--- config.mk ---
export PLATFORM = sky130hd
export DESIGN_NAME = mhpq_ctrl
export DESIGN_NICKNAME = d
export VERILOG_FILES = /design/src/hw/rtl/mhpq_pkg.sv /design/src/hw/rtl/mhpq_ctrl.sv
export SDC_FILE = /design/constraint.sdc
export NUM_CORES = 1
export LEC_CHECK = 0
export ABC_CLOCK_PERIOD_IN_PS = 1990
export BUFFER_PORTS_ARGS = -buffer_cell sky130_fd_sc_hd__buf_4
export CORE_MARGIN = 3
export CORE_UTILIZATION = 48
export CTS_CLUSTER_DIAMETER = 100
export DETAILED_ROUTE_END_ITERATION = 10
export GPL_TIMING_DRIVEN = 0
export PLACE_DENSITY = 0.72
export SLEW_MARGIN = 20
export SYNTH_ARGS = -nofsm -noshare
export SYNTH_HDL_FRONTEND = slang
export SYNTH_SLANG_ARGS = --single-unit
--- constraint.sdc ---
create_clock -name i_clk -period 1.99 [get_ports i_clk]
set_clock_uncertainty 0.1 [all_clocks]
set_input_delay 0.398 -clock i_clk [delete_from_list [all_inputs] [get_ports i_clk]]
set_output_delay 0.398 -clock i_clk [all_outputs]
set_load 0.005 [all_outputs]
--- src/hw/rtl/mhpq_pkg.sv ---
package mhpq_pkg;

    localparam logic [1:0] CMD_INSERT  = 2'd0;
    localparam logic [1:0] CMD_POP     = 2'd1;
    localparam logic [1:0] CMD_COMBINE = 2'd2;

    localparam logic [1:0] ST_OK    = 2'd0;
    localparam logic [1:0] ST_FULL  = 2'd1;
    localparam logic [1:0] ST_EMPTY = 2'd2;

    localparam int KEY_W = 32;
    localparam int OUT_TAG_W = 10;
    localparam int OUT_CNT_W = 10;

    // Datapath operations requested by the controller.
    typedef enum logic [3:0] {
        OP_NONE,
        OP_RD_ROOT,    // read root and last entry
        OP_POP_START,  // latch removed entry, place last at root
        OP_DN_READ,    // read both children of the cursor
        OP_DN_STEP,    // compare, swap or finish
        OP_PUSH_START, // write new entry at the end
        OP_UP_READ,    // read parent of the cursor
        OP_UP_STEP,    // compare, swap or finish
        OP_ROOT_READ,  // read root for the report
        OP_ROOT_LATCH
    } t_op;

    typedef struct packed {
        t_op  op;
        logic use_sum;    // push the saturated sum instead of the input key
        logic second_pop; // the removed tag goes to the second slot
        logic clear_tags;
    } t_cmd;

    typedef struct packed {
        logic done;       // current sift has finished
        logic empty;
        logic lt_two;
        logic full;
    } t_stat;

endpackage

--- src/hw/rtl/mhpq_ctrl.sv ---
module mhpq_ctrl (
    input  logic            i_clk,
    input  logic            i_rst_n,
    input  logic            i_valid,
    output logic            o_ready,
    input  logic [1:0]      i_cmd,
    output logic            o_load,
    output mhpq_pkg::t_cmd  o_cmd,
    input  mhpq_pkg::t_stat i_stat,
    output logic            o_valid,
    input  logic            i_out_ready,
    output logic [1:0]      o_status
);
    typedef enum logic [3:0] {
        S_IDLE, S_RD, S_POP, S_DRD, S_DST, S_PUSH, S_URD, S_UST, S_RRD, S_RLT, S_OUT
    } t_state;

    t_state r_state;
    logic [1:0] r_op;
    logic r_second;
    logic [1:0] r_status;
    logic r_valid;

    assign o_ready = (r_state == S_IDLE) && !r_valid;
    assign o_load = i_valid && o_ready;
    assign o_valid = r_valid;
    assign o_status = r_status;

    always_comb begin
        o_cmd = '{op: mhpq_pkg::OP_NONE, use_sum: (r_op == mhpq_pkg::CMD_COMBINE),
                  second_pop: r_second, clear_tags: o_load};
        unique case (r_state)
            S_RD:   o_cmd.op = mhpq_pkg::OP_RD_ROOT;
            S_POP:  o_cmd.op = mhpq_pkg::OP_POP_START;
            S_DRD:  o_cmd.op = mhpq_pkg::OP_DN_READ;
            S_DST:  o_cmd.op = mhpq_pkg::OP_DN_STEP;
            S_PUSH: o_cmd.op = mhpq_pkg::OP_PUSH_START;
            S_URD:  o_cmd.op = mhpq_pkg::OP_UP_READ;
            S_UST:  o_cmd.op = mhpq_pkg::OP_UP_STEP;
            S_RRD:  o_cmd.op = mhpq_pkg::OP_ROOT_READ;
            S_RLT:  o_cmd.op = mhpq_pkg::OP_ROOT_LATCH;
            default: o_cmd.op = mhpq_pkg::OP_NONE;
        endcase
    end

    always_ff @(posedge i_clk) begin
        if (!i_rst_n) begin
            r_state <= S_IDLE;
            r_valid <= 1'b0;
            r_op <= mhpq_pkg::CMD_INSERT;
            r_second <= 1'b0;
            r_status <= mhpq_pkg::ST_OK;
        end else begin
            if (r_valid && i_out_ready) r_valid <= 1'b0;
            unique case (r_state)
                S_IDLE: if (o_load) begin
                    r_op <= i_cmd;
                    r_second <= 1'b0;
                    r_status <= mhpq_pkg::ST_OK;
                    priority if (i_cmd == mhpq_pkg::CMD_INSERT) begin
                        if (i_stat.full) begin
                            r_status <= mhpq_pkg::ST_FULL;
                            r_state <= S_RRD;
                        end else r_state <= S_PUSH;
                    end else if (i_cmd == mhpq_pkg::CMD_POP) begin
                        if (i_stat.empty) begin
                            r_status <= mhpq_pkg::ST_EMPTY;
                            r_state <= S_RRD;
                        end else r_state <= S_RD;
                    end else if (i_cmd == mhpq_pkg::CMD_COMBINE) begin
                        if (i_stat.lt_two) begin
                            r_status <= mhpq_pkg::ST_EMPTY;
                            r_state <= S_RRD;
                        end else r_state <= S_RD;
                    end else r_state <= S_RRD;
                end
                S_RD:  r_state <= S_POP;
                S_POP: r_state <= S_DRD;
                S_DRD: r_state <= S_DST;
                S_DST: if (i_stat.done) begin
                    if (r_op == mhpq_pkg::CMD_COMBINE && !r_second) begin
                        r_second <= 1'b1;
                        r_state <= S_RD;
                    end else if (r_op == mhpq_pkg::CMD_COMBINE) r_state <= S_PUSH;
                    else r_state <= S_RRD;
                end else r_state <= S_DRD;
                S_PUSH: r_state <= S_URD;
                S_URD:  r_state <= S_UST;
                S_UST:  r_state <= i_stat.done ? S_RRD : S_URD;
                S_RRD:  r_state <= S_RLT;
                S_RLT:  r_state <= S_OUT;
                S_OUT: begin
                    r_valid <= 1'b1;
                    r_state <= S_IDLE;
                end
                default: r_state <= S_IDLE;
            endcase
        end
    end

`ifndef ASSERT_OFF
    a_no_accept_busy: assert property (@(posedge i_clk) disable iff (!i_rst_n)
        (r_state != S_IDLE) |-> !o_ready) else $error("accept while busy");
    a_out_after_seq: assert property (@(posedge i_clk) disable iff (!i_rst_n)
        $rose(r_valid) |-> $past(r_state == S_OUT)) else $error("result out of sequence");
    a_second_combine: assert property (@(posedge i_clk) disable iff (!i_rst_n)
        r_second |-> (r_op == mhpq_pkg::CMD_COMBINE)) else $error("second pop outside combine");
`endif
endmodule

Word level (Yosys, flattened, before mapping)
Memory sizes are Yosys's and may differ from the RTL's. A register that Yosys moved wholly into a read port is not among the register bits.
Index checks and enable logic that the tools add are counted.
W data, S select, Z words.
{ "classes": {"eq_ne": 16, "n_mux": 26, "n_reduce_logical": 12} }
{ "op_table": {"columns": ["operator", "n"], "rows": [
  ["$mux W4", 13],
  ["$pmux W4 S10", 1],
  ["$eq A4 B3 Y1 const B", 4],
  ["$eq A4 B4 Y1 const B", 3],
  ["$mux W2", 5],
  ["$eq A4 B2 Y1 const B", 2],
  ["$mux W1", 6],
  ["$ne A2 B2 Y1 const B", 3],
  ["$eq A2 B2 Y1 const B", 2],
  ["$eq A4 B1 Y1 const B", 1],
  ["$logic_and A1 B1 Y1", 4],
  ["$logic_not A4 Y1", 1],
  ["$reduce_and A4 Y1", 1],
  ["$reduce_bool A2 Y1", 2],
  ["$eq A2 B1 Y1 const B", 1],
  ["$logic_not A1 Y1", 2],
  ["$logic_not A2 Y1", 1],
  ["$pmux W1 S2", 1],
  ["$reduce_and A2 Y1", 1]
]} }
{ "totals": {"word_cells": 60, "inputBits": 10, "regBits": 10, "mem_count": 1, "romBits": 64, "out_inout_bits": 12} }
{ "mem_list": {"columns": ["memory", "words", "width", "rd", "rd_ports_with_merged_regs", "wr", "line_no", "rtl"], "rows": [
  ["(name not given)", 16, 4, 1, 1, 0, "mhpq_ctrl.sv:32", "unique case (r_state)"]
]} }

Depth between registers and ports, before layout
{ "depth": {"ltp_word": 8, "ltp_mapped": 5, "depth_no_buf": 5} }

Worst setup path after synthesis
No wires, ideal clock.
{ "synth_path": {"kind": "register -> output", "start": "register r_state[2]", "end": "output port o_cmd[0] (netlist bit)", "t_required_ns": 1.492, "path_slack_ns": 0.287, "stages_incl_launch_ff": 4, "arrival_ns": 1.205, "n_path_buf": 1, "path_cell_list": "dfxtp_1 -> or4_4 -> nor2_8 -> buf_4"} }
{ "synth_between": {"elab_chain_cells": 3} }
{ "synth_rtl": {"columns": ["element", "line_no", "rtl"], "rows": [
  ["start: declaration", "mhpq_ctrl.sv:18", "t_state r_state;"],
  ["start signal: assignment", "mhpq_ctrl.sv:89", "S_UST: r_state <= i_stat.done ? S_RRD : S_URD;"],
  ["$logic_not A4 Y1", "mhpq_ctrl.sv:24", "assign o_ready = (r_state == S_IDLE) && !r_valid;"],
  ["$logic_and A1 B1 Y1", "mhpq_ctrl.sv:24", null],
  ["$logic_and A1 B1 Y1", "mhpq_ctrl.sv:25", "assign o_load = i_valid && o_ready;"],
  ["end: declaration", "mhpq_ctrl.sv:8", "output mhpq_pkg::t_cmd o_cmd,"]
]} }
Every way passes these cells.

Final worst setup path
{ "layout_path": {"start": "register r_state[3]", "end": "output port o_load"} }
{ "layout_between": {"elab_chain_cells": 3} }
{ "layout_rtl": {"columns": ["element", "line_no", "rtl"], "rows": [
  ["$logic_not A4 Y1", "mhpq_ctrl.sv:24", null],
  ["$logic_and A1 B1 Y1", "mhpq_ctrl.sv:24", null],
  ["$logic_and A1 B1 Y1", "mhpq_ctrl.sv:25", null],
  ["end: declaration", "mhpq_ctrl.sv:7", "output logic o_load,"]
]} }
Every way passes these cells.

==> impl_metrics.py <==
metrics = {
    "sta": {
        "fmax_mhz": 521,
        "finalCritPeriodShare": 0.964,
        "worst_slack_ps": 70.7,
        "slew_violations": 0,
        "worst_pin_slew_ps": 362,
        "final_hold_viol_count": 0,
        "slew_headroom": 0.757,
        "setup_violations": 0,
        "fin_hold_ws_ps": 297,
        "timing.final.crit_period_ps": 1920,
        "tns_ps": 0,
        "grt_setup_unrepaired": "false",
    },
    "synth": {
        "yosysSeqAreaShare": 0.383,
        "synth_edf_count": 0,
        "postSynthAreaPerCell_um2": 9.15,
        "syn_area_um2": 732,
        "synth_top_area_share": 0.383,
        "synth.largest_area_cell": "dfxtp_1",
        "async_flop_share": 0,
        "ys.flop_type": "dfxtp_1",
        "ys_types": 34,
        "synth_area_leaders": "dfxtp_1, buf_4, nor2b_1",
        "ys_seq_elements": 14,
        "synth_cells": 80,
        "yosys_warnings": 0,
        "syn-num-nets": 90,
    },
    "setup_path": {
        "startpoint_type": "flip-flop",
        "crit_fanout": 3,
        "arrival_ps": 1420,
        "worstSetupPathType": "flip-flop to primary output",
        "path_cells": "or4_4 > nor2_8 > buf_4",
        "path_buf_inv": 1,
        "critPathTopFamily": "simple AND/OR/NAND/NOR gates",
        "crit_required_ps": 1490,
        "cpMaxStageDelayCell": "or4_4",
        "endpoint_kind": "primary output",
        "slowest_delay_ps": 580,
    },
    "detailed_routing": {
        "drtIter0Drc": 12,
        "drt_pre_antenna_iters": 4,
        "drc": 0,
        "vias_per_cell": 5.53,
        "finalWirelength_um": 1560,
        "routedWlPerCell_um": 12.7,
        "ant_nets": 0,
        "route.vias.total": 680,
    },
    "floorplan": {
        "die_x_um": 45.1,
        "core_area_um2": 1370,
        "initial_core_util": 0.536,
        "floorplan.io_pins": 22,
        "die-area_um2": 2030,
        "die_h_um": 45.1,
        "rows": 13,
    },
    "placement": {
        "dpl.hpwl_um": 1160,
        "pre_cts_ws_ps": 132,
        "gp_congestion": 0.795,
        "port_buffers": 21,
    },
    "clocking": {
        "cts_root_buffer": "clkbuf_4",
        "cts.sinks": 14,
        "cts_tree": "done",
        "clk_pin_slew_ps": 80,
        "clk_path_buf_depth": 2,
        "worstSkewPairLatency_ps": 270,
        "h-tree-depth": 1,
        "numCtsBuffers": 3,
        "hold_buffers": 0,
    },
    "global_route": {
        "track_usage": 0.183,
        "grt_max_degree": 11,
        "use_met2": 0.277,
        "antenna_found_initial": 0,
        "grt_pass1_vias": 634,
        "use_met1": 0.248,
        "top_usage_layer": "met2",
        "grt_pass1_wl_um": 2710,
        "gr-usage-met3": 0.0359,
        "overflow": 0,
    },
    "power_and_ir_drop": {
        "ir_worst_vdd_mv": 0.797,
        "powerDensity_nw_per_um2": 1450,
        "p_leak_nw": 0.431,
    },
    "cells_and_area": {
        "register_area_um2": 282,
        "layout_common_cells": "buf_4, dfxtp_1, nor2b_1, inv_1, a21oi_1",
        "final_common_cell": "buf_4",
        "layout-drive-gt1-share": 0.380,
        "area_growth_syn_to_layout_pct": 32.8,
        "multiInputGateArea_um2": 404,
        "nFillCells": 117,
        "nets": 120,
        "diodes": 0,
    },
    "outcome": {
        "status": "complete, no violations",
    },
    "worst_hold_path": {
        "hold_class": "input pin to flip-flop",
    },
    "job": {
        "cap_violations": 0,
    },
}
## cells by family after synthesis
kind of cell / after synthesis / share of synthesized area
and+or+nand+nor: 34 / 0.304
buffers and inverters: 10 / 0.0786
AOI/OAI and AO/OA: 19 / 0.191
DFF: 14 / 0.383
muxes: 3 / 0.0427
## worst reg2reg max path: cells and delay by family, from the launching register on
kind / cells / cell delay (ps)
AND/OR/NAND/NOR: 3 / 940
buffers and inverters: 3 / 330
flip-flops: 1 / 320
AO/OA/AOI/OAI: 1 / 100
## final timing paths
check	start	to	slack, ps	depth (start not counted)
hold reg to reg	o_status[0]$_SDFFE_PN0P_	o_status[0]$_SDFFE_PN0P_	390	2
setup reg to reg	r_state[3]$_SDFFE_PN0N_	o_cmd[6]$_SDFF_PP0_	140	7
hold / removal	i_stat[0]	o_status[0]$_SDFFE_PN0P_	300	3
setup / recovery	r_state[3]$_SDFFE_PN0N_	o_load	70	3
## sequential cells by signal, indices dropped and copies added (netlist names)
name and count:
o_valid 1, r_op 2, o_status 2, r_state 4
r_second 1, o_cmd 4
## per-stage QoR
| step | cell area [um2] | cells | util | total power, W |
|---|---|---|---|---|
| after floorplan | 732 | 80 | - | 0.000910 |
| after global placement | 908 | 116 | 0.665 | 0.00114 |
| after detailed placement | 908 | 116 | 0.665 | 0.00114 |
| after CTS | 962 | 123 | 0.704 | 0.00140 |
| after global routing | 972 | 123 | 0.712 | 0.00152 |
| final | 972 | 123 | 0.712 | 0.00141 |
## routing by layer
| layer | up-vias | share of wire | wire length (um) |
|---|---|---|---|
| li1 | 345 | - | - |
| met4 | 0 | 0.015 | 23 |
| met2 | 23 | 0.46 | 721 |
| met5 | - | 0 | 0 |
| met3 | 4 | 0.053 | 83 |
| met1 | 308 | 0.47 | 729 |
## cells in the mapped netlist, drive strengths merged (3+ instances only)
cell type	number
nor2b	5
nor2	4
nand2b	3
nor4	3
nand2	3
a21oi	4
buf	6
inv	4
dfxtp	14
nor3b	3
o21ai	4
## power by group
group	total (W)	switching, W	internal (W)
logic	0.000866	0.000407	0.000459
clock network	0.000152	0.0000814	0.0000701
registers	0.000392	0.0000355	0.000357
## repair_timing
action | 4_1_cts | 5_1_grt
resized for setup | 1 | 2
setup endpoints to repair | 2 | 1
buffers inserted | 5 | 0
pin swaps | 2 | 0
## cell type report
cell class / count / share of cell area
clock buffers: 3 / 0.0232
inverters: 4 / 0.0154
multi-input cells: 56 / 0.416
well taps: 15 / 0.0193
plain buffers: 5 / 0.0360
repair buffers: 26 / 0.201
flip-flops and latches: 14 / 0.290
Note: power is estimated with default switching activity, not from simulation.
